**config.mk**
```make
export PLATFORM = sky130hd
export DESIGN_NAME = json_string_unescape_utf8
export DESIGN_NICKNAME = d
export VERILOG_FILES = /design/src/design/jsu_pkg.sv /design/src/design/json_string_unescape_utf8.sv /design/src/design/jsu_front.sv /design/src/design/jsu_queue.sv /design/src/design/jsu_back.sv
export SDC_FILE = /design/constraint.sdc
export NUM_CORES = 1
export LEC_CHECK = 0
export BUFFER_PORTS_ARGS = -buffer_cell sky130_fd_sc_hd__buf_2
export CAP_MARGIN = 25
export CORE_MARGIN = 10
export CORE_UTILIZATION = 49
export CTS_BUF_LIST = sky130_fd_sc_hd__clkbuf_8
export CTS_CLUSTER_SIZE = 16
export DETAILED_ROUTE_END_ITERATION = 16
export PLACE_DENSITY = 0.7
export SYNTH_ARGS = -nofsm -noshare
export SYNTH_HDL_FRONTEND = slang
export SYNTH_SLANG_ARGS = --single-unit
```
**constraint.sdc**
```tcl
create_clock -name clock -period 13.6 [get_ports clock]
set_input_delay 1.36 -clock clock [delete_from_list [all_inputs] [get_ports clock]]
set_output_delay 1.36 -clock clock [all_outputs]
set_load 0.005 [all_outputs]
```
**src/design/jsu_pkg.sv**
```systemverilog
package jsu_pkg;

   // result kinds on the rsp_result_kind port
   localparam logic [1:0] KIND_DATA  = 2'd0;
   localparam logic [1:0] KIND_DONE  = 2'd1;
   localparam logic [1:0] KIND_ERROR = 2'd2;

   // default depth of the run queue between parser and serializer
   localparam int QUEUE_DEPTH_DEFAULT = 2;

   // what follows the data bytes of one run
   typedef enum logic [1:0] {
      TAIL_NONE,
      TAIL_DONE,
      TAIL_ERROR
   } tail_type;

   // all results caused by one input word
   typedef struct packed {
      logic [3:0][7:0] bytes;
      logic [2:0]      nbytes;
      tail_type        tail;
   } run_type;

endpackage

```
**src/design/json_string_unescape_utf8.sv**
```systemverilog
// Streaming JSON string decoder: push the raw bytes of the text with
// req_start_of_string on the opening quote, and pop decoded UTF-8 bytes, a done
// word on the closing quote, or one error word on a malformed or unclosed string;
// rsp_last_of_run marks the final word caused by each input byte. A parser stage
// takes one byte per cycle while the run queue is not full and turns it into a
// run of zero to five result words held in a run queue of QUEUE_DEPTH entries;
// a serializer hands out one word per cycle while popped. Sustained input rate
// is one byte per cycle while runs are at most one word and each is popped at
// once; multi-word runs occupy the output and fill the run queue, raising req_full.
module json_string_unescape_utf8
   import jsu_pkg::*;
#(
   parameter int QUEUE_DEPTH = QUEUE_DEPTH_DEFAULT
) (
   input  logic       clock,
   input  logic       reset,
   input  logic [7:0] req_in_byte,
   input  logic       req_start_of_string,
   input  logic       req_end_of_text,
   input  logic       req_push,
   output logic       req_full,
   output logic [7:0] rsp_out_byte,
   output logic [1:0] rsp_result_kind,
   output logic       rsp_last_of_run,
   output logic       rsp_empty,
   input  logic       rsp_pop
);

   logic    accept;
   logic    run_push;
   run_type run;
   run_type head;
   logic    head_pop;

   assign accept = req_push && !req_full;

   jsu_front u_front (
      .clock           (clock),
      .reset           (reset),
      .accept          (accept),
      .in_byte         (req_in_byte),
      .start_of_string (req_start_of_string),
      .end_of_text     (req_end_of_text),
      .run_push        (run_push),
      .run             (run)
   );

   jsu_queue #(
      .DEPTH (QUEUE_DEPTH)
   ) u_queue (
      .clock    (clock),
      .reset    (reset),
      .push     (run_push),
      .push_run (run),
      .full     (req_full),
      .pop      (head_pop),
      .empty    (rsp_empty),
      .head     (head)
   );

   jsu_back u_back (
      .clock       (clock),
      .reset       (reset),
      .head        (head),
      .head_empty  (rsp_empty),
      .head_pop    (head_pop),
      .out_byte    (rsp_out_byte),
      .result_kind (rsp_result_kind),
      .last_of_run (rsp_last_of_run),
      .pop         (rsp_pop)
   );

endmodule

```
**src/design/jsu_front.sv**
```systemverilog
module jsu_front
   import jsu_pkg::*;
(
   input  logic       clock,
   input  logic       reset,
   input  logic       accept,
   input  logic [7:0] in_byte,
   input  logic       start_of_string,
   input  logic       end_of_text,
   output logic       run_push,
   output run_type    run
);

   typedef enum logic [3:0] {
      PH_HALT,
      PH_BODY,
      PH_ESC,
      PH_HEX1,
      PH_NEED_BS,
      PH_NEED_U,
      PH_HEX2
   } phase_type;

   phase_type   phase_ff, phase_in;
   logic [15:0] acc_ff, acc_in;
   logic [1:0]  cnt_ff, cnt_in;
   logic [9:0]  hs_ff, hs_in;

   logic [15:0] acc_new;
   logic        digit_ok;
   logic [3:0]  digit;

   function automatic run_type utf8_run(input logic [20:0] cp);
      run_type r;
      r = '0;
      r.tail = TAIL_NONE;
      if (cp <= 21'h7f) begin
         r.bytes[0] = cp[7:0];
         r.nbytes   = 3'd1;
      end else if (cp <= 21'h7ff) begin
         r.bytes[0] = 8'hc0 | {3'b0, cp[10:6]};
         r.bytes[1] = 8'h80 | {2'b0, cp[5:0]};
         r.nbytes   = 3'd2;
      end else if (cp <= 21'hffff) begin
         r.bytes[0] = 8'he0 | {4'b0, cp[15:12]};
         r.bytes[1] = 8'h80 | {2'b0, cp[11:6]};
         r.bytes[2] = 8'h80 | {2'b0, cp[5:0]};
         r.nbytes   = 3'd3;
      end else begin
         r.bytes[0] = 8'hf0 | {5'b0, cp[20:18]};
         r.bytes[1] = 8'h80 | {2'b0, cp[17:12]};
         r.bytes[2] = 8'h80 | {2'b0, cp[11:6]};
         r.bytes[3] = 8'h80 | {2'b0, cp[5:0]};
         r.nbytes   = 3'd4;
      end
      return r;
   endfunction

   function automatic run_type one_byte(input logic [7:0] b);
      run_type r;
      r = '0;
      r.tail     = TAIL_NONE;
      r.bytes[0] = b;
      r.nbytes   = 3'd1;
      return r;
   endfunction

   // decode one hex digit
   always_comb begin
      digit_ok = 1'b1;
      digit    = 4'd0;
      if (in_byte inside {["0":"9"]}) begin
         digit = 4'(in_byte - 8'h30);
      end else if (in_byte inside {["a":"f"]}) begin
         digit = 4'(in_byte - 8'h57);
      end else if (in_byte inside {["A":"F"]}) begin
         digit = 4'(in_byte - 8'h37);
      end else begin
         digit_ok = 1'b0;
      end
   end

   assign acc_new = {acc_ff[11:0], digit};

   // parse the word and build its run
   always_comb begin
      phase_in = phase_ff;
      acc_in   = acc_ff;
      cnt_in   = cnt_ff;
      hs_in    = hs_ff;
      run      = '0;
      run.tail = TAIL_NONE;
      if (start_of_string) begin
         acc_in = '0;
         cnt_in = '0;
         hs_in  = '0;
         if (in_byte == "\"") begin
            phase_in = PH_BODY;
         end else begin
            phase_in = PH_HALT;
            run.tail = TAIL_ERROR;
         end
      end else begin
         case (phase_ff)
            PH_BODY: begin
               if (in_byte == "\"") begin
                  phase_in = PH_HALT;
                  run.tail = TAIL_DONE;
               end else if (in_byte == "\\") begin
                  phase_in = PH_ESC;
               end else begin
                  run = one_byte(in_byte);
               end
            end
            PH_ESC: begin
               phase_in = PH_BODY;
               case (in_byte)
                  "\"", "\\", "/": run = one_byte(in_byte);
                  "b": run = one_byte(8'h08);
                  "f": run = one_byte(8'h0c);
                  "n": run = one_byte(8'h0a);
                  "r": run = one_byte(8'h0d);
                  "t": run = one_byte(8'h09);
                  "u": begin
                     phase_in = PH_HEX1;
                     acc_in   = '0;
                     cnt_in   = '0;
                  end
                  default: begin
                     phase_in = PH_HALT;
                     run.tail = TAIL_ERROR;
                  end
               endcase
            end
            PH_HEX1, PH_HEX2: begin
               if (!digit_ok) begin
                  phase_in = PH_HALT;
                  run.tail = TAIL_ERROR;
               end else begin
                  acc_in = acc_new;
                  if (cnt_ff != 2'd3) begin
                     cnt_in = cnt_ff + 2'd1;
                  end else begin
                     cnt_in = '0;
                     if (phase_ff == PH_HEX1) begin
                        if (acc_new >= 16'hd800 && acc_new <= 16'hdbff) begin
                           hs_in    = acc_new[9:0];
                           phase_in = PH_NEED_BS;
                        end else begin
                           phase_in = PH_BODY;
                           run      = utf8_run({5'b0, acc_new});
                        end
                     end else if (acc_new < 16'hdc00 || acc_new > 16'hdfff) begin
                        phase_in = PH_HALT;
                        run.tail = TAIL_ERROR;
                     end else begin
                        phase_in = PH_BODY;
                        run      = utf8_run(21'h10000 + {1'b0, hs_ff, acc_new[9:0]});
                     end
                  end
               end
            end
            PH_NEED_BS: begin
               if (in_byte == "\\") begin
                  phase_in = PH_NEED_U;
               end else begin
                  phase_in = PH_HALT;
                  run.tail = TAIL_ERROR;
               end
            end
            PH_NEED_U: begin
               if (in_byte == "u") begin
                  phase_in = PH_HEX2;
                  acc_in   = '0;
                  cnt_in   = '0;
               end else begin
                  phase_in = PH_HALT;
                  run.tail = TAIL_ERROR;
               end
            end
            default: phase_in = PH_HALT;
         endcase
      end
      // close an unfinished string at end of text
      if (end_of_text && phase_in != PH_HALT) begin
         phase_in = PH_HALT;
         run.tail = TAIL_ERROR;
      end
   end

   assign run_push = accept && (run.nbytes != 3'd0 || run.tail != TAIL_NONE);

   // advance parser state on each accepted word
   always_ff @(posedge clock) begin
      if (reset) begin
         phase_ff <= PH_HALT;
         acc_ff   <= '0;
         cnt_ff   <= '0;
         hs_ff    <= '0;
      end else if (accept) begin
         phase_ff <= phase_in;
         acc_ff   <= acc_in;
         cnt_ff   <= cnt_in;
         hs_ff    <= hs_in;
      end
   end

endmodule

```
**src/design/jsu_queue.sv**
```systemverilog
module jsu_queue
   import jsu_pkg::*;
#(
   parameter int DEPTH = QUEUE_DEPTH_DEFAULT
) (
   input  logic    clock,
   input  logic    reset,
   input  logic    push,
   input  run_type push_run,
   output logic    full,
   input  logic    pop,
   output logic    empty,
   output run_type head
);

   localparam int PTR_W = (DEPTH > 1) ? $clog2(DEPTH) : 1;
   localparam int CNT_W = $clog2(DEPTH + 1);
   localparam logic [PTR_W-1:0] LAST_PTR = PTR_W'(DEPTH - 1);
   localparam logic [CNT_W-1:0] FULL_CNT = CNT_W'(DEPTH);

   run_type            mem_ff [DEPTH];
   logic [PTR_W-1:0]   wr_ff, wr_in;
   logic [PTR_W-1:0]   rd_ff, rd_in;
   logic [CNT_W-1:0]   cnt_ff, cnt_in;

   assign full  = (cnt_ff == FULL_CNT);
   assign empty = (cnt_ff == '0);
   assign head  = mem_ff[rd_ff];

   // step pointers with wrap and track fill
   always_comb begin
      wr_in  = wr_ff;
      rd_in  = rd_ff;
      cnt_in = cnt_ff;
      if (push) begin
         wr_in = (wr_ff == LAST_PTR) ? '0 : wr_ff + PTR_W'(1);
      end
      if (pop) begin
         rd_in = (rd_ff == LAST_PTR) ? '0 : rd_ff + PTR_W'(1);
      end
      if (push && !pop) begin
         cnt_in = cnt_ff + CNT_W'(1);
      end else if (pop && !push) begin
         cnt_in = cnt_ff - CNT_W'(1);
      end
   end

   always_ff @(posedge clock) begin
      if (reset) begin
         wr_ff  <= '0;
         rd_ff  <= '0;
         cnt_ff <= '0;
      end else begin
         wr_ff  <= wr_in;
         rd_ff  <= rd_in;
         cnt_ff <= cnt_in;
      end
   end

   // store the run
   always_ff @(posedge clock) begin
      if (push) begin
         mem_ff[wr_ff] <= push_run;
      end
   end

endmodule

```
**src/design/jsu_back.sv**
```systemverilog
module jsu_back
   import jsu_pkg::*;
(
   input  logic       clock,
   input  logic       reset,
   input  run_type    head,
   input  logic       head_empty,
   output logic       head_pop,
   output logic [7:0] out_byte,
   output logic [1:0] result_kind,
   output logic       last_of_run,
   input  logic       pop
);

   logic [2:0] idx_ff, idx_in;
   logic [2:0] total;
   logic       take;

   assign total = head.nbytes + ((head.tail != TAIL_NONE) ? 3'd1 : 3'd0);
   assign take  = pop && !head_empty;

   // select the result at the current index of the head run
   always_comb begin
      out_byte    = 8'd0;
      result_kind = KIND_DATA;
      if (idx_ff < head.nbytes) begin
         out_byte = head.bytes[idx_ff[1:0]];
      end else if (head.tail == TAIL_DONE) begin
         result_kind = KIND_DONE;
      end else begin
         result_kind = KIND_ERROR;
      end
   end

   assign last_of_run = (idx_ff == total - 3'd1);
   assign head_pop    = take && last_of_run;
   assign idx_in      = head_pop ? 3'd0 : idx_ff + 3'd1;

   // advance through the run one word per pop
   always_ff @(posedge clock) begin
      if (reset) begin
         idx_ff <= '0;
      end else if (take) begin
         idx_ff <= idx_in;
      end
   end

endmodule

```
Word level (Yosys, flattened, before mapping) --
Memories as Yosys holds them, arrays and structs flattened. A register that Yosys moved wholly into a read port is not among the register bits. Index checks and enable logic that the tools add are counted.
Cells by class: muxes and demuxes 80, reduce and logical (&&, ||, !) cells 35, magnitude comparators 17, $add $sub $neg 12, eq/ne operators 22
Operators by type and width (number):
- 37-bit 2-to-1 mux | 3
- 35-bit 2-to-1 mux | 3
- 35-bit one-hot mux with 3 select lines | 1
- 11-bit one-hot mux with 6 select lines | 1
- 10-bit 2-to-1 mux | 6
- 8-bit by 7-bit equality test with 1-bit output, second input constant | 7
- 4-bit 2-to-1 mux | 10
- 12-bit 2-to-1 mux | 3
- 2-bit 2-to-1 mux | 17
- 11-bit 2-to-1 mux | 3
- 16-bit 2-to-1 mux | 2
- 8-bit 2-to-1 mux | 4
- 25-bit 2-to-1 mux | 1
- 24-bit 2-to-1 mux | 1
- 12-bit one-hot mux with 2 select lines | 1
- 17-bit by 20-bit adder with 21-bit output, first input constant | 1
- 21-bit by 11-bit <= comparator with 1-bit output, second input constant | 1
- 21-bit by 16-bit <= comparator with 1-bit output, second input constant | 1
- 21-bit by 7-bit <= comparator with 1-bit output, second input constant | 1
- 4-bit one-hot mux with 5 select lines | 1
- 19-bit 2-to-1 mux | 1
- 17-bit 2-to-1 mux | 1
- 8-bit binary-select mux with 2-bit select | 1
- 8-bit by 6-bit equality test with 1-bit output, second input constant | 2
- 47 further kinds | 93
Storage, ports and cells: bits in writable memories 74, word-level logic and storage cells 175, flip-flop bits (word level) 35, input port bits 14, memories 1
Memories:
- u_queue.mem_ff | words 2, width 37, rd ports 1, clocked after Yosys merged registers in 1, write ports 1, line jsu_queue.sv:21 | run_type mem_ff [DEPTH];

Depth between registers and ports, before layout --
Gate-level depths: netlist of run 1.
depth after elaboration 24, gate-level depth with buffers 16, gate-level depth less buffers 16

Cells and area by module --
Synthesis of run 1 repeated with hierarchy kept, for this count alone.
Unflattened totals: cell total of the unflattened synthesis 651, area total of the unflattened synthesis 6601.3 um^2
By module, submodules not included:
- jsu_front | cells an instance 456, sequential area each 560.5 um^2, times used 1, area each 3121.7 um^2
- jsu_queue | cells an instance 137, sequential area each 2322.2 um^2, times used 1, area each 2885.3 um^2
- jsu_back | cells an instance 57, sequential area each 60.1 um^2, times used 1, area each 580.6 um^2
- json_string_unescape_utf8 | cells an instance 1, sequential area each 0.0 um^2, times used 1, area each 13.8 um^2

Least setup slack after synthesis of run 1 --
OpenSTA, ideal clock, no wires.
kind input to register, from input req_in_byte[3], to memory u_queue.mem_ff[0][0] (netlist name), enable pin, data arrival time 5271 ps, path slack 7906 ps, required time 13177 ps, stages on the path 11, cells stage by stage buf_2 or4b_4 a311oi_4 mux2i_4 a2111oi_4 mux2i_1 nand2b_1 buf_4 a211oi_2 o41ai_1 nor2_1
RTL lines:
- start: declaration | line json_string_unescape_utf8.sv:17 | input logic [7:0] req_in_byte,
- end: declaration | line jsu_queue.sv:21

==> summary.md, run 1 <==
| Metric | Value |
|---|---|
| Status | completed |
| Post-synth EDFFs | 66 |
| Htree depth | 3 |
| Yosys top cell area share | 31.6% |
| Core Area | 12600 um^2 |
| Ys async rst share | 0% |
| Antenna viol nets, final | 0 |
| Cells after synthesis | 662 |
| Slew @ Worst Pin | 0.945 ns |
| Hold_buf cts | 0 |
| TritonCTS clock tree | yes |
| Reg-to-reg startpoint | u_front.hs_ff[6]$_SDFFE_PP0P_ |
| Leakage | 2.22 nW |
| Total GRT Usage | 19.2% |
| I/O pin total | 27 |
| Post-CTS Resized | 0 |
| Post-Syn Area | 6270 um^2 |
| Fin crit share | 39.1% |
| Power per cell area | 94.0 nW/um^2 |
| R2r worst-path depth | 13 |
| Yosys warning count | 0 |
| 1st-iter DRT viols | 712 |
| WP data arrival | 5.63 ns |
| Nets | 690 |
| Die area | 17700 um^2 |
| Post-Synthesis Mean Instance Area | 9.47 um^2 |
| DRC viols | 0 |
| Max Clock Skew | 0.0134 ns |
| Largest cells by area after synthesis | edfxtp_1 (32%), dfxtp_1 (11%), nor2_1 (4.9%), a21oi_1 (4.9%), mux4_2 (4.7%) |
| Setup Buffers After CTS | 0 |
| Most frequent cells after synthesis | nor2_1 (82), edfxtp_1 (66), a21oi_1 (61) |
| Final Hold Viols | 0 |
| Max-cap viol count | 0 |
| Die W | 133 um |
| Slew HR | 36.7% |
| Initial antenna violation count | 0 |
| Count leader, synth | nor2_1 |
| Startpoint types | input pin |
| Fin. max-slew vios | 0 |
| Congestion Overflow GR | 0 |
| CP endpoint kind | flop |
| Area Overhead vs Synth | 7.41% |
| Crit-path max FO | 8 |
| Max clock buf depth | 2 |
| Post-synth net total | 689 |
| Vias per cell | 6.17 |
| Hold Startpoint | u_front.cnt_ff[1]$_SDFFE_PP0P_ |
| Placer Congestion | 1.02 |
| Unrepaired setup endpoints after global routing | false |
| Required time worst endpoint | 13.91 ns |
| Seq cells post-synth | 102 |
| Avg WL per Cell | 20.3 um |
| Placed inst area | 6500 um^2 |
| Hold endpoint | u_front.cnt_ff[1]$_SDFFE_PP0P_ |
| Setup_tns | 0 ns |
| Vias in the first global route | 4935 |
| Vias | 5182 |
| Reg2reg end | u_queue.cnt_ff[1]$_SDFFE_PP0P_ |
| Sequential element share of the synthesized area | 43.1% |
| Top cell type by total area after synthesis | edfxtp_1 |
| Min-Delay Path Class | reg2reg |
| Die Y | 133 um |
| Setup ws final | 8.28 ns |
| R2R Setup Slk | 9.37 ns |
| TritonCTS buffer count | 9 |
| Clk_lat worst skew | 0.38 ns |
| PortBufs | 26 |
| First-pass GRT wire length | 27.2 mm |
| Worst Path Class, Setup | in2reg |
| Hold depth | 2 |
| Layout cells sized above 1 | 12.7% |
| Final instance area | 6730 um^2 |
| Max IR drop VDD | 0.0000483 V |
| Synth Flop Type | edfxtp_1 |
| Root Driver | clkbuf_8 |
| Initial DRT Pass Iterations | 6 |
| Pin count of the biggest net entering global routing | 38 |
| Sink Count | 102 |
| # setup viols final | 0 |
| Min Tclk post-route | 5.32 ns |
| Final Core Density | 53.6% |
| Number of diodes | 0 |
| DPL Wire Length | 12.7 mm |
| Num rows | 41 |
| Initial Util | 49.9% |
| F_max | 0.188 GHz |
| Setup WS pre-CTS | 7.96 ns |
| Post-synth cell types | 74 |
| DRT Wirelength | 17.0 mm |
| Reg clk slew, reported paths | 0.10 ns |
==> sequential cells by signal (all words and copies together) (netlist names), named ones only <==
name and flops:
u_queue.mem_ff 66, u_queue.wr_ff 1, u_front.hs_ff 10, u_front.phase_ff 4, u_front.cnt_ff 2, u_back.idx_ff 3
u_front.acc_ff 12, u_queue.cnt_ff 2, u_queue.rd_ff 1
==> worst max-delay path by stage <==
stage	from	to	slack, ns	cells after the start
2_1_floorplan	req_in_byte[3]	u_queue.mem_ff[0][0]$_DFFE_PP_	7.91	11
3_3_place_gp	req_in_byte[0]	u_queue.cnt_ff[1]$_SDFFE_PP0P_	8.04	15
3_5_place_dp	req_in_byte[0]	u_queue.cnt_ff[1]$_SDFFE_PP0P_	7.96	15
4_1_cts	req_in_byte[0]	u_queue.cnt_ff[1]$_SDFFE_PP0P_	8.32	15
5_1_grt	req_in_byte[0]	u_queue.cnt_ff[1]$_SDFFE_PP0P_	7.99	15
6_report	req_in_byte[0]	u_queue.cnt_ff[1]$_SDFFE_PP0P_	8.28	15
==> cell usage in the layout (no fill, tap or decap), types with 4 or more instances in the layout <==
cell type,count
or4_1,4
edfxtp_1,66
nor3_1,17
mux2i_1,17
and3_1,6
nor2_1,80
o31ai_1,6
a21oi_1,61
nand2b_1,15
buf_4,7
o211ai_1,9
buf_2,26
and2_1,11
nor4_1,6
ha_1,13
xnor2_1,6
dfxtp_1,36
o21ai_0,27
a22oi_1,7
nand2_1,56
nor3b_1,11
a21o_1,4
a211oi_1,5
clkbuf_8,9
mux4_2,13
nand4_1,4
a31oi_1,9
xor2_1,4
nor2b_1,8
inv_1,16
nand3_1,28
or3_1,7
==> power breakdown <==
group	internal [W]	total, W	leakage, nW	switching [W]
Clock	0.000107	0.000215	0.119	0.000109
Combinational	0.0000286	0.0000706	1.23	0.0000420
Sequential	0.000339	0.000347	0.870	0.00000751
Total	0.000474	0.000633	2.22	0.000158
==> stage by stage <==
step	power, W	hold WS [ns]	instances
floorplan	0.000401	0.436	662
global placement	0.000423	0.445	824
detailed placement	0.000425	0.456	824
CTS	0.000640	0.470	840
global route	0.000661	0.507	840
finish	0.000633	0.466	840
==> area by class of cell <==
| class | count | area, um^2 |
|---|---|---|
| Clock buffer | 9 | 124 |
| Clock inverter | 7 | 104 |
| Timing Repair Buffer | 33 | 183 |
| Inverter | 16 | 60.1 |
| Sequential cell | 102 | 2700 |
| Multi-Input combinational cell | 501 | 3340 |
| Fill cell | 1141 | 5840 |
| Tap cell | 172 | 215 |
==> metal layers <==
layer / GRT usage (%) / part of all wire (%) / up-vias
met2: 30.5 / 47 / 168
met3: 4.29 / 6.8 / 23
met5: 0 / 0 / -
li1: - / - / 2479
met1: 26.0 / 44 / 2512
met4: 5.20 / 1.7 / 0
==> logic make-up (layout without fill, tap and decap cells) <==
family | after synthesis | after routing | share of synthesized area, %
simple gates | 276 | 276 | 22.4
compound gates | 169 | 169 | 18.7
flops | 102 | 102 | 43.1
buf+inv | 59 | 65 | 3.69
mux | 33 | 33 | 8.10
fa+ha+maj | 13 | 13 | 2.59
xor+xnor | 10 | 10 | 1.40
==> critical path: stages <==
cell and delay (ns):
buf_2 0.20, inv_1 0.09, ha_1 0.26, nor3b_1 0.19
a311oi_4 0.45, a22oi_2 0.29, a2111oi_4 0.37, nor2_1 0.12
a211oi_2 0.33, a31oi_1 0.25, o41ai_1 0.74, inv_1 0.11
ha_1 0.35, or3_1 0.36, a21oi_1 0.15
No activity file was read; power rests on OpenSTA's default activity.
==> run 2: changes to the inputs <==
clock period = 5.25 ns   (was 13.6 ns; I/O delays follow)
==> run 2 against run 1 <==
  * Via count grew 2.5%
  * Combinational power rose to 2.6 times the previous value
  * Global-route usage up 0.68 points
  * Cell area is 0.48% higher
==> summary.md, run 2 (synthesized netlist as in run 1, its figures left out) <==
| Metric | Value |
|---|---|
| Fin. max-slew vios | 0 (unchanged) |
| Final Hold Viols | 0 (unchanged) |
| Layout cells sized above 1 | 13.2% (was 12.7%) |
| Total GRT Usage | 19.9% (was 19.2%) |
| R2R Setup Slk | 0.95 ns (was 9.37 ns) |
| Initial DRT Pass Iterations | 5 (was 6) |
| Crit-path max FO | 8 (unchanged) |
| Sink Count | 102 (unchanged) |
| TritonCTS buffer count | 9 (unchanged) |
| Htree depth | 3 (unchanged) |
| Biggest register | u_queue.mem_ff (unchanged) |
| Post-CTS Resized | 0 (unchanged) |
| Max-cap viol count | 0 (unchanged) |
| DRT Wirelength | 17.8 mm (was 17.0 mm) |
| Core Area | 12600 um^2 (unchanged) |
| I/O pin total | 27 (unchanged) |
| Reg-to-reg startpoint | u_front.hs_ff[6]$_SDFFE_PP0P_ (unchanged) |
| CP endpoint kind | flop (unchanged) |
| Worst Path Class, Setup | in2reg (unchanged) |
| Reg2reg end | u_queue.cnt_ff[1]$_SDFFE_PP0P_ (unchanged) |
| Min Tclk post-route | 4.53 ns |
| Max Clock Skew | 0.0138 ns (was 0.0134 ns) |
| Placed cell count | 829 (was 824) |
| Vias in the first global route | 5161 (was 4935) |
| Max IR drop VDD | 0.000180 V (was 0.0000483 V) |
| Non-filler cells in the finished layout | 845 (was 840) |
| Status | completed (unchanged) |
| Die W | 133 um (unchanged) |
| Area Overhead vs Synth | 7.92% (was 7.41%) |
| Commonest non-fill, non-tap cell in the layout | nor2_1 (unchanged) |
| Die area | 17700 um^2 (unchanged) |
| Fin crit share | 86.2% |
| R2r worst-path depth | 13 (unchanged) |
| PortBufs | 26 (unchanged) |
| Pin count of the biggest net entering global routing | 38 (unchanged) |
| Sequential share of power | 56.5% (was 54.8%) |
| Power per cell area | 235 nW/um^2 (was 94.0 nW/um^2) |
| DPL Wire Length | 13.3 mm (was 12.7 mm) |
| Unrepaired setup endpoints after global routing | false (unchanged) |
| Hold Startpoint | u_front.cnt_ff[1]$_SDFFE_PP0P_ (unchanged) |
| Avg WL per Cell | 21.1 um (was 20.3 um) |
| Clock network power share | 31.7% (was 34.0%) |
| Die Y | 133 um (unchanged) |
| Combinational Power Share | 11.8% (was 11.2%) |
| Max FFs per register | 66 (unchanged) |
| Setup_tns | 0 ns (unchanged) |
| Num rows | 41 (unchanged) |
| Startpoint types | input pin (unchanged) |
| WP data arrival | 4.85 ns (was 5.63 ns) |
| Most frequent cells in the layout | nor2_1 (80), edfxtp_1 (66), a21oi_1 (61), nand2_1 (56), dfxtp_1 (36) (unchanged) |
| Congestion Overflow GR | 0 (unchanged) |
| Setup Buffers After CTS | 0 (unchanged) |
| Reg clk slew, reported paths | 0.10 ns (about the same) |
| Sw frac | 25.8% (was 25.0%) |
| Initial Util | 49.9% (unchanged) |
| Switch Pwr | 0.000410 W (was 0.000158 W) |
| Vias per cell | 6.28 (was 6.17) |
| Hold_buf cts | 0 (unchanged) |
| Min-Delay Path Class | reg2reg (unchanged) |
| Cell-internal power | 0.00118 W (was 0.000474 W) |
| Nets | 695 (was 690) |
| Hold endpoint | u_front.cnt_ff[1]$_SDFFE_PP0P_ (unchanged) |
| Clk_lat worst skew | 0.39 ns (was 0.38 ns) |
| Slew @ Worst Pin | 0.926 ns (was 0.945 ns) |
| Slew HR | 38.2% (was 36.7%) |
| Top Registers | u_queue.mem_ff: 66 flops, u_front.acc_ff: 12 flops, u_front.hs_ff: 10 flops (unchanged) |
| Antenna viol nets, final | 0 (unchanged) |
| # setup viols final | 0 (unchanged) |
| Max clock buf depth | 2 (unchanged) |
| Root Driver | clkbuf_8 (unchanged) |
| Hold depth | 2 (unchanged) |
| DRC viols | 0 (unchanged) |
| Vias | 5310 (was 5182) |
| Placer Congestion | 0.975 (was 1.02) |
| Required time worst endpoint | 5.57 ns (was 13.91 ns) |
| First-pass GRT wire length | 28.1 mm (was 27.2 mm) |
| F_max | 0.221 GHz |
| Leakage | 2.23 nW (was 2.22 nW) |
| Number of diodes | 0 (unchanged) |
| 1st-iter DRT viols | 422 (was 712) |
| Initial antenna violation count | 0 (unchanged) |
| TritonCTS clock tree | yes (unchanged) |
run 2: changes by cell type in the layout (fill, tap and decap cells not counted), sizes merged:
cell	before	now
bufinv	2	1
clkinvlp	0	1
buf	33	38
run 2: worst max path at each step:
stage	to	slack (ns)	start
after detailed placement	u_queue.cnt_ff[1]$_SDFFE_PP0P_	0.39	req_in_byte[0]
after CTS	u_queue.cnt_ff[1]$_SDFFE_PP0P_	0.76	req_in_byte[0]
after floorplan	u_queue.mem_ff[0][0]$_DFFE_PP_	0.39	req_in_byte[3]
after global placement	u_queue.cnt_ff[1]$_SDFFE_PP0P_	0.54	req_in_byte[0]
after global routing	u_queue.cnt_ff[1]$_SDFFE_PP0P_	0.38	req_in_byte[0]
final	u_queue.cnt_ff[1]$_SDFFE_PP0P_	0.72	req_in_byte[0]
run 2: final cells by class:
class	instances	area (um^2)
clock inverters	7	73.8
repair buffers	38	245
well taps	172	215
inverters	16	60.1
flip-flops and latches	102	2700
multi-input cells	501	3340
fillers	1144	5800
clock buffers	9	124
run 2: worst max-delay path, cell delays in order:
cell	delay [ns]
buf_2	0.20
inv_1	0.09
ha_1	0.26
nor3b_1	0.18
a311oi_4	0.46
a22oi_2	0.28
a2111oi_4	0.39
nor2_1	0.12
a211oi_2	0.30
a31oi_1	0.25
o41ai_1	0.80
inv_1	0.11
ha_1	0.36
or3_1	0.36
a21oi_1	0.16
run 2: stage by stage:
step           setup slack (ns)  hold slack, ns  util, %  power (W)  cell area [um^2]
2_1_floorplan             0.391           0.436        -    0.00104              6270
3_3_place_gp              0.539           0.441     52.3    0.00110              6570
3_5_place_dp              0.388           0.455     52.3    0.00111              6570
4_1_cts                   0.760           0.468     53.8    0.00160              6770
5_1_grt                   0.384           0.500     53.8    0.00165              6770
6_report                  0.722           0.466     53.8    0.00159              6770
run 2: power by group through the flow:
| stage | Clock [W] | Sequential, W | Combinational, W |
|---|---|---|---|
| finish | 0.000504 | 0.000898 | 0.000187 |
| detailed placement | 0 | 0.000917 | 0.000188 |
| floorplan | 0 | 0.000906 | 0.000132 |
| global placement | 0 | 0.000915 | 0.000183 |
| CTS | 0.000514 | 0.000898 | 0.000189 |
| global route | 0.000543 | 0.000902 | 0.000207 |
run 2: layer usage:
metal  vias to the layer above  global-route usage, %  wire length, um  part of all wire (%)
met5                         -                      0                0                     0
met4                         0                   7.50              515                   2.9
met3                        38                   4.40             1120                   6.3
met2                       181                   32.0             8320                    47
met1                      2600                   25.7             7840                    44
li1                       2491                      -                -                     -
==> run 3: changes to the inputs <==
BUFFER_PORTS_ARGS = unset   (was -buffer_cell sky130_fd_sc_hd__buf_2)
DONT_BUFFER_PORTS = 1   (was unset)
PLACE_DENSITY = 0.68   (was 0.7)
SYNTH_HIERARCHICAL = 1   (was unset)
==> run 3 against run 2 <==
  * Combinational power rose by 7%
  * Critical path depth fell by 4
  * Clock power barely moved
  * Hold slack got worse by 0.26 ns
  * Register-to-register slack improved by 0.16 ns
  * Total power rose by 5.8%
  * Critical path type unchanged
  * Highest routed layer unchanged
==> summary.md, run 3 <==
| Metric | Value |
|---|---|
| Status | completed (unchanged) |
| Compound-Gate Fraction of Synth Area | 16.1% (was 18.7%) |
| 1st-iter DRT viols | 458 (was 422) |
| First-pass GRT wire length | 27.4 mm (was 28.1 mm) |
| I/O pin total | 27 (unchanged) |
| R2R Setup Slk | 1.11 ns (was 0.95 ns) |
| Fin crit share | 81.4% (was 86.2%) |
| Slew HR | 34.9% (was 38.2%) |
| Placer Congestion | 1.02 (was 0.975) |
| Cells after synthesis | 651 (was 662) |
| Non-filler cells in the finished layout | 811 (was 845) |
| Nets | 659 (was 695) |
| Setup_tns | 0 ns (unchanged) |
| Min-Delay Path Class | in2reg (was reg2reg) |
| TritonCTS buffer count | 9 (unchanged) |
| Post-synth EDFFs | 74 (was 66) |
| Reg-to-reg startpoint | u_front/phase_ff[0]$_SDFFE_PP0P_ (was u_front.hs_ff[6]$_SDFFE_PP0P_) |
| Slew @ Worst Pin | 0.974 ns (was 0.926 ns) |
| Setup crit start | req_in_byte[3] (was req_in_byte[0]) |
| Initial antenna violation count | 0 (unchanged) |
| Initial Util | 49.8% (was 49.9%) |
| Post-Synthesis Mean Instance Area | 10.1 um^2 (was 9.47 um^2) |
| DPL Wire Length | 13.0 mm (was 13.3 mm) |
| Unrepaired setup endpoints after global routing | false (unchanged) |
| Seq cells post-synth | 110 (was 102) |
| Leakage | 2.37 nW (was 2.23 nW) |
| Min Tclk post-route | 4.27 ns (was 4.53 ns) |
| Number of diodes | 0 (unchanged) |
| Pin count of the biggest net entering global routing | 38 (unchanged) |
| Total GRT Usage | 19.1% (was 19.9%) |
| Layout cells sized above 1 | 15.7% (was 13.2%) |
| Post-CTS Resized | 0 (unchanged) |
| Htree depth | 3 (unchanged) |
| Fin. max-slew vios | 0 (unchanged) |
| Worst path bufs/invs | 0 (was 3) |
| Avg WL per Cell | 21.7 um (was 21.1 um) |
| WP data arrival | 4.58 ns (was 4.85 ns) |
| Die W | 136 um (was 133 um) |
| Filler Cells Inserted | 1212 (was 1144) |
| Num rows | 42 (was 41) |
| Crit-path max FO | 14 (was 8) |
| Reg2reg end | u_queue/mem_ff[0][19]$_DFFE_PP_ (was u_queue.cnt_ff[1]$_SDFFE_PP0P_) |
| Placed cell count | 797 (was 829) |
| CP most frequent cell | a21oi_1 |
| Top cell type by total area after synthesis | edfxtp_1 (unchanged) |
| Core Area | 13200 um^2 (was 12600 um^2) |
| Worst Path Class, Setup | in2reg (unchanged) |
| Biggest register | u_queue/mem_ff (was u_queue.mem_ff) |
| Clk_lat worst skew | 0.39 ns (about the same) |
| Crit-path cells | or4b_4, a311oi_4, a22oi_2, or3_4, o311ai_1, and2_1, a21oi_1, o41a_1, ha_1, or3_1, a21oi_1 (was buf_2, inv_1, ha_1, nor3b_1, a311oi_4, a22oi_2, a2111oi_4, nor2_1, a211oi_2, a31oi_1, o41ai_1, inv_1, ha_1, or3_1, a21oi_1) |
| Commonest non-fill, non-tap cell in the layout | edfxtp_1 (was nor2_1) |
| Yosys warning count | 6 (was 0) |
| Max FFs per register | 74 (was 66) |
| Post-synthesis mux area share | 10.0% (was 8.10%) |
| Max-cap viol count | 0 (unchanged) |
| Startpoint types | input pin (unchanged) |
| Critical path depth | 11 (was 15) |
| Largest family of logic cells by synthesized area | simple AND/OR/NAND/NOR gates (unchanged) |
| Slowest stage delay, CP | 0.54 ns (was 0.80 ns) |
| CP endpoint | u_queue/cnt_ff[1]$_SDFFE_PP0P_ (was u_queue.cnt_ff[1]$_SDFFE_PP0P_) |
| Synth Flop Type | edfxtp_1 (unchanged) |
| Most frequent cells in the layout | edfxtp_1 (74), nor2_1 (65), a21oi_1 (48), nand2_1 (41), mux2_2 (37) (was nor2_1 (80), edfxtp_1 (66), a21oi_1 (61), nand2_1 (56), dfxtp_1 (36)) |
| Sink Count | 110 (was 102) |
| Vias per cell | 6.42 (was 6.28) |
| Simple-gate area share of the yosys netlist | 20.7% (was 22.4%) |
| Final Hold Viols | 0 (unchanged) |
| CP max stage cell | or4b_4 (was o41ai_1) |
| DRC viols | 0 (unchanged) |
| Congestion Overflow GR | 0 (unchanged) |
| Top Registers | u_queue/mem_ff: 74 flops, u_front/acc_ff: 12 flops, u_front/hs_ff: 10 flops (was u_queue.mem_ff: 66 flops, u_front.acc_ff: 12 flops, u_front.hs_ff: 10 flops) |
| Post-synth cell types | 85 (was 74) |
| Die area | 18500 um^2 (was 17700 um^2) |
| Power per cell area | 244 nW/um^2 (was 235 nW/um^2) |
| Ys async rst share | 0% (unchanged) |
| Root Driver | clkbuf_8 (unchanged) |
| Area Overhead vs Synth | 4.30% (was 7.92%) |
| Most frequent cells after synthesis | edfxtp_1 (74), nor2_1 (65), a21oi_1 (48) (was nor2_1 (82), edfxtp_1 (66), a21oi_1 (61)) |
| Max clock buf depth | 2 (unchanged) |
| Yosys top cell area share | 33.7% (was 31.6%) |
| Synth Area in Adders | 2.46% (was 2.59%) |
| Max IR drop VDD | 0.000104 V (was 0.000180 V) |
| R2r worst-path depth | 10 (was 13) |
| Count leader, synth | edfxtp_1 (was nor2_1) |
| Vias | 5207 (was 5310) |
| Die Y | 136 um (was 133 um) |
| Antenna viol nets, final | 0 (unchanged) |
| Initial DRT Pass Iterations | 5 (unchanged) |
| Max Clock Skew | 0.0114 ns (was 0.0138 ns) |
| Vias in the first global route | 4958 (was 5161) |
| Sequential element share of the synthesized area | 44.6% (was 43.1%) |
| # setup viols final | 0 (unchanged) |
| Hold_buf cts | 0 (unchanged) |
| PortBufs | 0 (was 26) |
| CP endpoint kind | flop (unchanged) |
| TritonCTS clock tree | yes (unchanged) |
| Largest cells by area after synthesis | edfxtp_1 (34%), dfxtp_1 (11%), mux2_2 (6.3%), nor2_1 (3.7%), a21oi_1 (3.6%) (was edfxtp_1 (32%), dfxtp_1 (11%), nor2_1 (4.9%), a21oi_1 (4.9%), mux4_2 (4.7%)) |
| Family with the most delay on the worst path | compound AO/OA/AOI/OAI gates (unchanged) |
| Post-Synth XOR/XNOR Area | 1.67% (was 1.40%) |
| Required time worst endpoint | 5.56 ns (was 5.57 ns) |
| DRT Wirelength | 17.6 mm (was 17.8 mm) |
| Reg clk slew, reported paths | 0.09 ns (was 0.10 ns) |
| Post-Syn Area | 6600 um^2 (was 6270 um^2) |
| Setup Buffers After CTS | 0 (unchanged) |
| F_max | 0.234 GHz (was 0.221 GHz) |
## run 3: changes by cell type after synthesis, sizes merged, moves of 8 or more
cell,previous run,this run
nand3,29,19
mux2i,18,6
o21ai,28,17
buf,8,16
nand2,56,42
nor2,82,65
mux2,2,37
edfxtp,66,74
a21oi,62,49
nor2b,8,20
## run 3: kinds of logic after synthesis
| group | Yosys count |
|---|---|
| xor gates and xnor gates | 10 |
| and+or+nand+nor | 253 |
| buffers and inverters | 62 |
| DFF | 110 |
| AOI/OAI and AO/OA | 151 |
| other | 1 |
| muxes | 51 |
| adders and majority gates | 13 |
## run 3: worst min-delay path by stage
stage | start | end | slack (ns) | cells after the start
5_1_grt | reset | u_back/idx_ff[1]$_SDFFE_PP0P_ | 0.19 | 1
2_1_floorplan | u_front/cnt_ff[1]$_SDFFE_PP0P_ | u_front/cnt_ff[1]$_SDFFE_PP0P_ | 0.44 | 2
4_1_cts | reset | u_back/idx_ff[1]$_SDFFE_PP0P_ | 0.18 | 1
3_5_place_dp | u_front/cnt_ff[1]$_SDFFE_PP0P_ | u_front/cnt_ff[1]$_SDFFE_PP0P_ | 0.46 | 2
3_3_place_gp | u_front/cnt_ff[1]$_SDFFE_PP0P_ | u_front/cnt_ff[1]$_SDFFE_PP0P_ | 0.44 | 2
6_report | reset | u_back/idx_ff[1]$_SDFFE_PP0P_ | 0.21 | 1
## run 3: worst register-to-register path, delay by kind of cell (launching register included)
family	cells	cell delay, ns
buffers and inverters	2	0.49
AND/OR/NAND/NOR	3	0.98
AO/OA/AOI/OAI	5	1.72
flip-flops	1	0.58
## run 3: per-layer routing
metal  track usage (%)  part of all wire (%)
met1              24.6                    41
met5                 0                     0
met4              8.82                   3.6
met3              3.21                   7.1
met2              30.7                    48
## run 3: power by group
group	switching, W	internal (W)	total (W)
logic	0.000111	0.0000897	0.000200
registers	0.0000224	0.000955	0.000977
clock network	0.000287	0.000217	0.000504
## run 3: layout make-up
class | count | area, um^2 | area share, %
clock buffers | 9 | 124 | 1.80
well taps | 176 | 220 | 3.20
repair buffers | 12 | 90.1 | 1.31
clock inverters | 5 | 60.1 | 0.872
multi-input cells | 481 | 3380 | 49.1
inverters | 18 | 67.6 | 0.981
flip-flops and latches | 110 | 2940 | 42.7
## run 3: stage by stage
stage                     total power (W)  setup WS [ns]  hold slack, ns  instance area (um^2)  util [%]
after floorplan                   0.00116          0.687           0.436                  6610         -
after global placement            0.00119          0.781           0.436                  6700      50.6
after detailed placement          0.00120          0.660           0.460                  6700      50.6
after CTS                         0.00170           1.05           0.181                  6890      52.0
after global routing              0.00175          0.744           0.185                  6890      52.0
final                             0.00168          0.979           0.207                  6890      52.0
